--- src/rtl/sll_pkg.sv ---
// Shared types and constants for the stereo ladder lowpass filter.
`default_nettype none
package sll_pkg;

   localparam int SAMPLE_WIDTH_DEF = 24;
   localparam int STATE_WIDTH_DEF  = 28;
   localparam int VALUE_WIDTH_DEF  = STATE_WIDTH_DEF + 6;

   localparam int COEF_WIDTH      = 16;
   localparam int TANH_FRAC       = 23;
   localparam int MUL_B_WIDTH     = 30;
   localparam int MUL_CNT_WIDTH   = 5;
   localparam int MAG_WIDTH       = 26;
   localparam int SQ_WIDTH        = 27;
   localparam int NUM_WIDTH       = 54;
   localparam int DEN_WIDTH       = 30;
   localparam int QUO_WIDTH       = 24;
   localparam int CSR_INDEX_WIDTH = 3;

   localparam logic [COEF_WIDTH-1:0] ALPHA_RESET = 16'd39290;
   localparam logic [COEF_WIDTH-1:0] COMP_RESET  = 16'd41478;
   localparam logic [COEF_WIDTH-1:0] RES_RESET   = 16'd0;
   localparam logic [COEF_WIDTH-1:0] DRIVE_RESET = 16'd2048;

   typedef enum logic [CSR_INDEX_WIDTH-1:0] {
      CSR_ALPHA = 3'd0,
      CSR_COMP  = 3'd1,
      CSR_RES   = 3'd2,
      CSR_DRIVE = 3'd3,
      CSR_MODE  = 3'd4
   } csr_index_type;

   typedef enum logic [4:0] {
      S_IDLE,
      S_DRVX,
      S_DRVX_W,
      S_DRVF,
      S_DRVF_W,
      S_RES,
      S_RES_W,
      S_STG,
      S_STG_W,
      S_OUT,
      S_OUT_W,
      S_CEND,
      S_DONE,
      S_TCHK,
      S_TSQ,
      S_TNUMS,
      S_TNUM,
      S_TDIV
   } state_type;

   typedef struct packed {
      logic                     start;
      logic [MUL_CNT_WIDTH-1:0] len;
   } mul_ctl_type;

endpackage
`default_nettype wire

--- src/rtl/stereo_ladder_lowpass.sv ---
// Stereo ladder lowpass, two-pole or four-pole by mode, with rational tanh saturation.
// One stereo pair is processed per item, left channel then right, through one shared
// bit-serial multiplier and one restoring divider; a tanh whose argument saturates
// skips both. The next item can be accepted as soon as the result has moved to the output
// register, which waits while the previous result is still held there. csr_ready is always
// high; write registers only while the block is idle.
`default_nettype none
module stereo_ladder_lowpass #(
   parameter int SAMPLE_WIDTH = sll_pkg::SAMPLE_WIDTH_DEF,
   parameter int STATE_WIDTH  = sll_pkg::STATE_WIDTH_DEF
) (
   input  wire logic                                   clock,
   input  wire logic                                   reset,
   input  wire logic                                   req_valid,
   output logic                                        req_ready,
   input  wire logic signed [SAMPLE_WIDTH-1:0]         req_left_in,
   input  wire logic signed [SAMPLE_WIDTH-1:0]         req_right_in,
   output logic                                        rsp_valid,
   input  wire logic                                   rsp_ready,
   output logic signed [SAMPLE_WIDTH-1:0]              rsp_left_out,
   output logic signed [SAMPLE_WIDTH-1:0]              rsp_right_out,
   input  wire logic                                   csr_valid,
   output logic                                        csr_ready,
   input  wire logic [sll_pkg::CSR_INDEX_WIDTH-1:0]    csr_index,
   input  wire logic [sll_pkg::COEF_WIDTH-1:0]         csr_data
);
   localparam int SW     = SAMPLE_WIDTH;
   localparam int STW    = STATE_WIDTH;
   localparam int FRAC   = SW - 1;
   localparam int TF     = sll_pkg::TANH_FRAC;
   localparam int VW     = ((SW > STW) ? SW : STW) + 6;
   localparam int BW     = sll_pkg::MUL_B_WIDTH;
   localparam int PW     = VW + BW;
   localparam int CW     = sll_pkg::COEF_WIDTH;
   localparam int MW     = sll_pkg::MAG_WIDTH;
   localparam int QSW    = sll_pkg::SQ_WIDTH;
   localparam int NW     = sll_pkg::NUM_WIDTH;
   localparam int DW     = sll_pkg::DEN_WIDTH;
   localparam int QW     = sll_pkg::QUO_WIDTH;
   localparam int SH_DN  = (FRAC >= TF) ? FRAC - TF : 0;
   localparam int SH_UP  = (FRAC < TF) ? TF - FRAC : 0;

   localparam logic signed [VW-1:0] LIM    = VW'(64'sd3 <<< FRAC);
   localparam logic signed [VW-1:0] NLIM   = VW'(-(64'sd3 <<< FRAC));
   localparam logic signed [VW-1:0] ONE    = VW'(64'sd1 <<< FRAC);
   localparam logic signed [VW-1:0] ST_MAX = VW'((64'sd1 <<< (STW - 1)) - 64'sd1);
   localparam logic signed [VW-1:0] ST_MIN = VW'(-(64'sd1 <<< (STW - 1)));
   localparam logic signed [SW-1:0] SMP_MAX = {1'b0, {(SW-1){1'b1}}};
   localparam logic [DW-1:0] K27 = DW'(64'd27 << TF);

   function automatic logic signed [STW-1:0] sat_st(input logic signed [VW-1:0] v);
      logic signed [STW-1:0] r;
      if (v > ST_MAX) begin
         r = ST_MAX[STW-1:0];
      end else if (v < ST_MIN) begin
         r = ST_MIN[STW-1:0];
      end else begin
         r = v[STW-1:0];
      end
      return r;
   endfunction

   sll_pkg::state_type            state_ff, state_in, ret_ff, ret_in;
   logic                          chan_ff, chan_in;
   logic [1:0]                    idx_ff, idx_in;
   logic signed [SW-1:0]          smp_ff [2];
   logic signed [SW-1:0]          smp_in [2];
   logic signed [STW-1:0]         st_ff [2][4];
   logic signed [STW-1:0]         st_in [2][4];
   logic signed [VW-1:0]          tx_ff, tx_in, th_ff, th_in, tin_ff, tin_in;
   logic signed [STW-1:0]         u_ff, u_in;
   logic [MW-1:0]                 m_ff, m_in;
   logic                          neg_ff, neg_in;
   logic [QSW-1:0]                m2_ff, m2_in;
   logic signed [SW-1:0]          out_ff [2];
   logic signed [SW-1:0]          out_in [2];
   logic signed [SW-1:0]          rl_ff, rl_in, rr_ff, rr_in;
   logic                          rsp_valid_ff, rsp_valid_in;
   logic [CW-1:0]                 alpha_ff, alpha_in, comp_ff, comp_in;
   logic [CW-1:0]                 res_ff, res_in, drive_ff, drive_in;
   logic                          four_ff, four_in;

   sll_pkg::mul_ctl_type          mul_ctl;
   logic signed [VW-1:0]          mul_a;
   logic [BW-1:0]                 mul_b;
   logic                          mul_busy;
   logic signed [PW-1:0]          mul_prod;
   logic                          div_start, div_busy;
   logic [NW-1:0]                 div_num;
   logic [DW-1:0]                 div_den;
   logic [QW-1:0]                 div_quo;

   logic signed [STW-1:0]         cur_st, prev_st, last_st;
   logic [1:0]                    last_idx;
   logic signed [VW-1:0]          a_val, mag, t_val, t_conv;
   logic [DW-1:0]                 den_val;

   sll_serial_mul #(.A_WIDTH(VW)) u_mul (
      .clock (clock),
      .reset (reset),
      .ctl   (mul_ctl),
      .a     (mul_a),
      .b     (mul_b),
      .busy  (mul_busy),
      .prod  (mul_prod)
   );

   sll_serial_div u_div (
      .clock (clock),
      .reset (reset),
      .start (div_start),
      .num   (div_num),
      .den   (div_den),
      .busy  (div_busy),
      .quo   (div_quo)
   );

   always_comb begin
      state_in     = state_ff;
      ret_in       = ret_ff;
      chan_in      = chan_ff;
      idx_in       = idx_ff;
      smp_in       = smp_ff;
      st_in        = st_ff;
      tx_in        = tx_ff;
      th_in        = th_ff;
      tin_in       = tin_ff;
      u_in         = u_ff;
      m_in         = m_ff;
      neg_in       = neg_ff;
      m2_in        = m2_ff;
      out_in       = out_ff;
      rl_in        = rl_ff;
      rr_in        = rr_ff;
      rsp_valid_in = rsp_valid_ff;
      alpha_in     = alpha_ff;
      comp_in      = comp_ff;
      res_in       = res_ff;
      drive_in     = drive_ff;
      four_in      = four_ff;
      req_ready    = 1'b0;
      mul_ctl      = '0;
      mul_a        = '0;
      mul_b        = '0;
      div_start    = 1'b0;
      div_num      = '0;
      div_den      = '0;

      last_idx = four_ff ? 2'd3 : 2'd1;
      cur_st   = st_ff[chan_ff][idx_ff];
      prev_st  = (idx_ff == 2'd0) ? u_ff : st_ff[chan_ff][idx_ff - 2'd1];
      last_st  = st_ff[chan_ff][last_idx];

      // tanh argument brought to 23 fractional bits
      a_val   = (FRAC >= TF) ? (tx_ff >>> SH_DN) : (tx_ff <<< SH_UP);
      mag     = a_val[VW-1] ? -a_val : a_val;
      den_val = K27 + {m2_ff, 3'b000} + DW'(m2_ff);
      t_val   = neg_ff ? -VW'({1'b0, div_quo}) : VW'({1'b0, div_quo});
      t_conv  = (FRAC >= TF) ? (t_val <<< SH_DN) : (t_val >>> SH_UP);

      if (rsp_valid_ff && rsp_ready) begin
         rsp_valid_in = 1'b0;
      end

      if (csr_valid) begin
         case (csr_index)
            sll_pkg::CSR_ALPHA: alpha_in = csr_data;
            sll_pkg::CSR_COMP:  comp_in  = csr_data;
            sll_pkg::CSR_RES:   res_in   = csr_data;
            sll_pkg::CSR_DRIVE: drive_in = csr_data;
            sll_pkg::CSR_MODE:  four_in  = csr_data[0];
            default: ;
         endcase
      end

      case (state_ff)
         sll_pkg::S_IDLE: begin
            req_ready = 1'b1;
            if (req_valid) begin
               smp_in[0] = req_left_in;
               smp_in[1] = req_right_in;
               chan_in   = 1'b0;
               state_in  = sll_pkg::S_DRVX;
            end
         end
         sll_pkg::S_DRVX: begin
            mul_ctl.start = 1'b1;
            mul_ctl.len   = sll_pkg::MUL_CNT_WIDTH'(CW);
            mul_a         = VW'(smp_ff[chan_ff]);
            mul_b         = {drive_ff, {(BW-CW){1'b0}}};
            state_in      = sll_pkg::S_DRVX_W;
         end
         sll_pkg::S_DRVX_W: begin
            if (!mul_busy) begin
               // drive times half the input
               tx_in    = VW'(mul_prod >>> 12);
               ret_in   = sll_pkg::S_DRVF;
               state_in = sll_pkg::S_TCHK;
            end
         end
         sll_pkg::S_DRVF: begin
            tin_in        = th_ff;
            mul_ctl.start = 1'b1;
            mul_ctl.len   = sll_pkg::MUL_CNT_WIDTH'(CW);
            mul_a         = VW'(last_st);
            mul_b         = {drive_ff, {(BW-CW){1'b0}}};
            state_in      = sll_pkg::S_DRVF_W;
         end
         sll_pkg::S_DRVF_W: begin
            if (!mul_busy) begin
               tx_in    = VW'(mul_prod >>> 11);
               ret_in   = sll_pkg::S_RES;
               state_in = sll_pkg::S_TCHK;
            end
         end
         sll_pkg::S_RES: begin
            mul_ctl.start = 1'b1;
            mul_ctl.len   = sll_pkg::MUL_CNT_WIDTH'(CW);
            mul_a         = th_ff;
            mul_b         = {res_ff, {(BW-CW){1'b0}}};
            state_in      = sll_pkg::S_RES_W;
         end
         sll_pkg::S_RES_W: begin
            if (!mul_busy) begin
               u_in     = sat_st(tin_ff - VW'(mul_prod >>> 13));
               idx_in   = 2'd0;
               state_in = sll_pkg::S_STG;
            end
         end
         sll_pkg::S_STG: begin
            mul_ctl.start = 1'b1;
            mul_ctl.len   = sll_pkg::MUL_CNT_WIDTH'(CW);
            mul_a         = VW'(prev_st) - VW'(cur_st);
            mul_b         = {alpha_ff, {(BW-CW){1'b0}}};
            state_in      = sll_pkg::S_STG_W;
         end
         sll_pkg::S_STG_W: begin
            if (!mul_busy) begin
               st_in[chan_ff][idx_ff] = sat_st(VW'(cur_st) + VW'(mul_prod >>> 16));
               if (idx_ff == last_idx) begin
                  state_in = sll_pkg::S_OUT;
               end else begin
                  idx_in   = idx_ff + 2'd1;
                  state_in = sll_pkg::S_STG;
               end
            end
         end
         sll_pkg::S_OUT: begin
            mul_ctl.start = 1'b1;
            mul_ctl.len   = sll_pkg::MUL_CNT_WIDTH'(CW);
            mul_a         = VW'(last_st);
            mul_b         = {comp_ff, {(BW-CW){1'b0}}};
            state_in      = sll_pkg::S_OUT_W;
         end
         sll_pkg::S_OUT_W: begin
            if (!mul_busy) begin
               tx_in    = VW'(mul_prod >>> 16);
               ret_in   = sll_pkg::S_CEND;
               state_in = sll_pkg::S_TCHK;
            end
         end
         sll_pkg::S_CEND: begin
            out_in[chan_ff] = (th_ff >= ONE) ? SMP_MAX : th_ff[SW-1:0];
            if (!chan_ff) begin
               chan_in  = 1'b1;
               state_in = sll_pkg::S_DRVX;
            end else begin
               state_in = sll_pkg::S_DONE;
            end
         end
         sll_pkg::S_DONE: begin
            if (!rsp_valid_ff || rsp_ready) begin
               rl_in        = out_ff[0];
               rr_in        = out_ff[1];
               rsp_valid_in = 1'b1;
               state_in     = sll_pkg::S_IDLE;
            end
         end
         sll_pkg::S_TCHK: begin
            if (tx_ff >= LIM) begin
               th_in    = ONE;
               state_in = ret_ff;
            end else if (tx_ff <= NLIM) begin
               th_in    = -ONE;
               state_in = ret_ff;
            end else begin
               m_in          = mag[MW-1:0];
               neg_in        = a_val[VW-1];
               mul_ctl.start = 1'b1;
               mul_ctl.len   = sll_pkg::MUL_CNT_WIDTH'(BW);
               mul_a         = VW'({1'b0, mag[MW-1:0]});
               mul_b         = BW'(mag[MW-1:0]);
               state_in      = sll_pkg::S_TSQ;
            end
         end
         sll_pkg::S_TSQ: begin
            if (!mul_busy) begin
               m2_in    = mul_prod[TF +: QSW];
               state_in = sll_pkg::S_TNUMS;
            end
         end
         sll_pkg::S_TNUMS: begin
            mul_ctl.start = 1'b1;
            mul_ctl.len   = sll_pkg::MUL_CNT_WIDTH'(BW);
            mul_a         = VW'({1'b0, m_ff});
            mul_b         = K27 + BW'(m2_ff);
            state_in      = sll_pkg::S_TNUM;
         end
         sll_pkg::S_TNUM: begin
            if (!mul_busy) begin
               div_start = 1'b1;
               div_num   = mul_prod[NW-1:0];
               div_den   = den_val;
               state_in  = sll_pkg::S_TDIV;
            end
         end
         sll_pkg::S_TDIV: begin
            if (!div_busy) begin
               th_in    = t_conv;
               state_in = ret_ff;
            end
         end
         default: begin
            state_in = sll_pkg::S_IDLE;
         end
      endcase
   end

   always_ff @(posedge clock) begin
      if (reset) begin
         state_ff     <= sll_pkg::S_IDLE;
         ret_ff       <= sll_pkg::S_IDLE;
         chan_ff      <= 1'b0;
         idx_ff       <= 2'd0;
         rsp_valid_ff <= 1'b0;
         alpha_ff     <= sll_pkg::ALPHA_RESET;
         comp_ff      <= sll_pkg::COMP_RESET;
         res_ff       <= sll_pkg::RES_RESET;
         drive_ff     <= sll_pkg::DRIVE_RESET;
         four_ff      <= 1'b0;
         for (int c = 0; c < 2; c++) begin
            for (int k = 0; k < 4; k++) begin
               st_ff[c][k] <= '0;
            end
         end
      end else begin
         state_ff     <= state_in;
         ret_ff       <= ret_in;
         chan_ff      <= chan_in;
         idx_ff       <= idx_in;
         rsp_valid_ff <= rsp_valid_in;
         alpha_ff     <= alpha_in;
         comp_ff      <= comp_in;
         res_ff       <= res_in;
         drive_ff     <= drive_in;
         four_ff      <= four_in;
         st_ff        <= st_in;
      end
      smp_ff <= smp_in;
      tx_ff  <= tx_in;
      th_ff  <= th_in;
      tin_ff <= tin_in;
      u_ff   <= u_in;
      m_ff   <= m_in;
      neg_ff <= neg_in;
      m2_ff  <= m2_in;
      out_ff <= out_in;
      rl_ff  <= rl_in;
      rr_ff  <= rr_in;
   end

   assign csr_ready     = 1'b1;
   assign rsp_valid     = rsp_valid_ff;
   assign rsp_left_out  = rl_ff;
   assign rsp_right_out = rr_ff;
endmodule
`default_nettype wire

--- src/rtl/sll_serial_mul.sv ---
// Bit-serial shift-add multiplier: signed A by unsigned B, B taken MSB first.
`default_nettype none
module sll_serial_mul #(
   parameter int A_WIDTH = sll_pkg::VALUE_WIDTH_DEF
) (
   input  wire logic                                          clock,
   input  wire logic                                          reset,
   input  wire sll_pkg::mul_ctl_type                          ctl,
   input  wire logic signed [A_WIDTH-1:0]                     a,
   input  wire logic        [sll_pkg::MUL_B_WIDTH-1:0]        b,
   output logic                                               busy,
   output logic signed [A_WIDTH+sll_pkg::MUL_B_WIDTH-1:0]     prod
);
   localparam int PW = A_WIDTH + sll_pkg::MUL_B_WIDTH;

   logic signed [PW-1:0]                    acc_ff, acc_in;
   logic signed [A_WIDTH-1:0]               a_ff, a_in;
   logic [sll_pkg::MUL_B_WIDTH-1:0]         b_ff, b_in;
   logic [sll_pkg::MUL_CNT_WIDTH-1:0]       cnt_ff, cnt_in;

   always_comb begin
      acc_in = acc_ff;
      a_in   = a_ff;
      b_in   = b_ff;
      cnt_in = cnt_ff;
      if (ctl.start) begin
         acc_in = '0;
         a_in   = a;
         b_in   = b;
         cnt_in = ctl.len;
      end else if (cnt_ff != '0) begin
         acc_in = (acc_ff <<< 1) + (b_ff[sll_pkg::MUL_B_WIDTH-1] ? PW'(a_ff) : PW'(0));
         b_in   = b_ff << 1;
         cnt_in = cnt_ff - 1'b1;
      end
   end

   always_ff @(posedge clock) begin
      if (reset) begin
         cnt_ff <= '0;
      end else begin
         cnt_ff <= cnt_in;
      end
      acc_ff <= acc_in;
      a_ff   <= a_in;
      b_ff   <= b_in;
   end

   assign busy = (cnt_ff != '0);
   assign prod = acc_ff;
endmodule
`default_nettype wire

--- src/rtl/sll_serial_div.sv ---
// Restoring divider, one quotient bit per cycle, for the rational tanh.
`default_nettype none
module sll_serial_div (
   input  wire logic                             clock,
   input  wire logic                             reset,
   input  wire logic                             start,
   input  wire logic [sll_pkg::NUM_WIDTH-1:0]    num,
   input  wire logic [sll_pkg::DEN_WIDTH-1:0]    den,
   output logic                                  busy,
   output logic [sll_pkg::QUO_WIDTH-1:0]         quo
);
   localparam int QW = sll_pkg::QUO_WIDTH;
   localparam int DW = sll_pkg::DEN_WIDTH;

   logic [DW:0]                        rem_ff, rem_in;
   logic [DW-1:0]                      den_ff, den_in;
   logic [QW-1:0]                      n_ff, n_in;
   logic [QW-1:0]                      q_ff, q_in;
   logic [sll_pkg::MUL_CNT_WIDTH-1:0]  cnt_ff, cnt_in;
   logic [DW:0]                        trial;

   always_comb begin
      rem_in = rem_ff;
      den_in = den_ff;
      n_in   = n_ff;
      q_in   = q_ff;
      cnt_in = cnt_ff;
      trial  = {rem_ff[DW-1:0], n_ff[QW-1]};
      if (start) begin
         // quotient is known to stay below 2^QW, so the top part starts below den
         rem_in = {1'b0, num[sll_pkg::NUM_WIDTH-1:QW]};
         den_in = den;
         n_in   = num[QW-1:0];
         q_in   = '0;
         cnt_in = sll_pkg::MUL_CNT_WIDTH'(QW);
      end else if (cnt_ff != '0) begin
         if (trial >= {1'b0, den_ff}) begin
            rem_in = trial - {1'b0, den_ff};
            q_in   = {q_ff[QW-2:0], 1'b1};
         end else begin
            rem_in = trial;
            q_in   = {q_ff[QW-2:0], 1'b0};
         end
         n_in   = n_ff << 1;
         cnt_in = cnt_ff - 1'b1;
      end
   end

   always_ff @(posedge clock) begin
      if (reset) begin
         cnt_ff <= '0;
      end else begin
         cnt_ff <= cnt_in;
      end
      rem_ff <= rem_in;
      den_ff <= den_in;
      n_ff   <= n_in;
      q_ff   <= q_in;
   end

   assign busy = (cnt_ff != '0);
   assign quo  = q_ff;
endmodule
`default_nettype wire

--- config.mk ---
export PLATFORM = sky130hd
export DESIGN_NAME = stereo_ladder_lowpass
export DESIGN_NICKNAME = d
export VERILOG_FILES = /design/src/rtl/sll_pkg.sv /design/src/rtl/stereo_ladder_lowpass.sv /design/src/rtl/sll_serial_mul.sv /design/src/rtl/sll_serial_div.sv
export SDC_FILE = /design/constraint.sdc
export NUM_CORES = 2
export LEC_CHECK = 0
export BUFFER_PORTS_ARGS = -buffer_cell sky130_fd_sc_hd__buf_2
export CAP_MARGIN = 20
export CORE_MARGIN = 2
export CORE_UTILIZATION = 65
export CTS_CLUSTER_SIZE = 14
export DETAILED_ROUTE_END_ITERATION = 12
export GPL_ROUTABILITY_DRIVEN = 0
export PLACE_DENSITY = 0.82
export SLEW_MARGIN = 20
export SYNTH_ARGS = -nofsm -noshare
export SYNTH_HDL_FRONTEND = slang
export SYNTH_SLANG_ARGS = --single-unit
--- constraint.sdc ---
create_clock -name clock -period 12.8 [get_ports clock]
set_input_delay 1.28 -clock clock [delete_from_list [all_inputs] [get_ports clock]]
set_output_delay 1.28 -clock clock [all_outputs]
set_load 0.05 [all_outputs]
==> metrics <==
vias in the first global route 38,792; met3 Use GR 0.0934; Critical Path Stages 17; final hold viol count 0; Global Route Usage Sum 0.373; yosys warns 0; drt wl/cell 24.4 um; GR Util met2 0.564; CP Max Fanout 49; largest net degree at the start of global routing 81; R2R Path End st_ff[75]; Placed Instances 5,793; CP delay by family, top compound AO/OA/AOI/OAI gates; Worst-path clk slew 0.07 ns; CP Launch Point idx_ff[0]; Overflow after GRT 0; post-cts resize count 0; Final ANT Viol Nets 0; run status finished clean; startpoint types flip-flop; Hold Path Origin out_ff[35]; Power Density 201 nW/um2; FF-to-FF path depth 17; max-slew violations 0; met1 GRT Util 0.489; placement row count 100; # port buffers 121; H-Tree Depth 3; setup bufs post-CTS 0; Syn Area/Cell 9.93 um2; DIE AREA 77,200 um2; min-delay worst type flip-flop to flip-flop; Starting DRT DRC Count 5,459; post-synthesis sequential area ratio 0.453; TritonCTS Buffers 87; Residual DRC 0; Final HPWL DP 102,000 um; Die Width 278 um; vias after detailed routing 40,677; initial antenna violation count 5; Synth async-reset ratio 0; synth unique cells 95; crit path buf inv count 3; drt pass-1 iters 9; CTS tree done; cts hold-fix bufs 0; area fraction of the dominant cell type after synthesis 0.293; Post-synth EDFFs 476; clk buf depth 3; Syn Inst Count 4,912; root buffer cell clkbuf_16; worst-path cell chain buf_4 -> mux4_2 -> nand2_1 -> and2_1 -> inv_1 -> ha_1 -> a21oi_1 -> o21bai_1 -> or4_1 -> a31oi_2 -> o21bai_1 -> a31oi_1 -> xnor2_1 -> o31ai_4 -> o21ai_2 -> buf_4 -> a211oi_1; max-cap violation count 0; Routed WL 146,000 um; grt peak-use layer met2; Setup violations, final 0; commonest non-fill, non-tap cell in the layout nand2_1; min cycle time layout 7.08 ns; Main synth FF type edfxtp_1; fmax 141 MHz; Initial Util 0.656; CP Capture Point st_ff[75]; Yosys top cell by area edfxtp_1; clock skew 0.0357 ns; via/cell ratio 6.83; CP required 13.32 ns; Post-Syn Area 48,800 um2; Core Area 74,300 um2; Seq cells post-synth 866; clk sinks 866; Clk Latency, worst-skew pair 0.67 ns; slowest stage delay, CP 0.92 ns; final core occ 0.716; Worst IR Drop VDD 0.123 mV; RSZ-0062 raised after global routing false; top cells by area, synth edfxtp_1 (29%), dfxtp_1 (16%), mux4_2 (6.5%), ha_1 (6.1%), nand2_1 (5.1%); most frequent cells in the layout nand2_1 (660), edfxtp_1 (476), nor2_1 (443), dfxtp_1 (387), a21oi_1 (337); I/O pins 123; fillers 5,291; FF-to-FF setup slack 5.72 ns; fraction of layout cells with a size suffix above 1 0.118; LEAKAGE 20.3 nW; setup tns final 0 ns; Nets 5,227; highest-delay cell along the critical path dfxtp_4; Die H 278 um; CP Capture Type flip-flop; Crit Path Class flip-flop to flip-flop; wire length of the first global-routing pass 224,000 um; Slew @ Worst Pin 1.11 ns; fin crit share 0.553; Mapped Nets 5,226; Layout area overhead 9.18%; Worst Path Arrival 7.60 ns; FF-to-FF Start idx_ff[0]; post-route insts no fill 5,958; Slew HR 0.261
==> layout make-up <==
cell class | instances | area [um2] | area share
inverter | 167 | 627 | 0.0118
timing repair buffer | 194 | 1160 | 0.0217
antenna | 3 | 7.51 | 0.000141
tap | 969 | 1210 | 0.0228
multi-input combinational | 3597 | 25100 | 0.472
clock inverter | 37 | 523 | 0.00982
sequential | 866 | 22100 | 0.415
clock buffer | 125 | 2470 | 0.0465
==> through the flow <==
step                power [mW]  hold WS [ns]  setup WS [ns]  area, um2
finish                    10.7         0.415           5.72      53200
global route              11.2         0.423           5.30      53200
CTS                       10.6         0.418           5.82      53200
detailed placement        7.87         0.405           5.89      50200
global placement          7.76         0.401           6.02      50200
floorplan                 6.67         0.400           7.08      48800
==> per-layer routing <==
layer / part of all wire / vias up
met4: 0.064 / 4
li1: - / 18198
met3: 0.13 / 519
met1: 0.37 / 19249
met2: 0.44 / 2707
met5: 0.00021 / -
==> registers in the layout (all words and copies together) (netlist names), 26 cells and up <==
| name | flops |
|---|---|
| st_ff | 224 |
| u_mul.prod | 54 |
| out_ff | 48 |
| smp_ff | 48 |
| a_val | 34 |
| th_ff | 34 |
| tin_ff | 34 |
| u_mul.a_ff | 34 |
| u_div.den_ff | 30 |
| u_div.rem_ff | 30 |
| u_mul.b_ff | 30 |
| u_ff | 28 |
| m2_ff | 27 |
| m_ff | 26 |
==> cells in the mapped netlist (20+ instances only) <==
cell type,instances
o21ai_0,214
and3_1,34
o21a_1,45
nand2b_1,34
xnor2_1,130
nor3_1,68
o211ai_1,26
dfxtp_1,390
mux2i_1,88
a211oi_1,226
mux4_2,140
a222oi_1,20
o221a_2,21
o21bai_1,23
xor2_1,83
inv_1,163
buf_1,36
nor2b_1,44
edfxtp_1,476
nor2_1,449
nand2_1,661
clkbuf_1,225
a31oi_1,27
o31ai_1,27
nand3_1,91
a21o_1,96
a221o_1,28
ha_1,236
and2_1,81
a21oi_1,338
nand4_1,25
or3_1,24
a22oi_1,52
or2_2,35
==> power breakdown <==
part / total [mW] / switching (mW) / internal (mW)
clock network: 2.69 / 1.14 / 1.55
logic: 4.08 / 2.68 / 1.40
registers: 3.94 / 0.393 / 3.55
==> cells by family (layout without fill, tap and decap cells) <==
group / after synthesis / count (layout) / share of synthesized area
and+or+nand+nor: 1619 / 1619 / 0.149
AOI/OAI and AO/OA: 1293 / 1293 / 0.178
buffers and inverters: 449 / 523 / 0.0352
other: 1 / 4 / 0.0000769
DFF: 866 / 866 / 0.453
xor gates and xnor gates: 213 / 213 / 0.0383
muxes: 229 / 229 / 0.0829
adders and majority gates: 242 / 242 / 0.0630
==> worst min-delay path by stage <==
stage	end	cells past startpoint
6_report	rsp_left_out[11]	0
5_1_grt	rsp_right_out[20]	0
4_1_cts	rsp_left_out[11]	0
3_5_place_dp	rsp_left_out[11]	0
3_3_place_gp	rsp_left_out[15]	0
2_1_floorplan	rsp_left_out[0]	0
No activity file was read; power rests on OpenSTA's default activity.
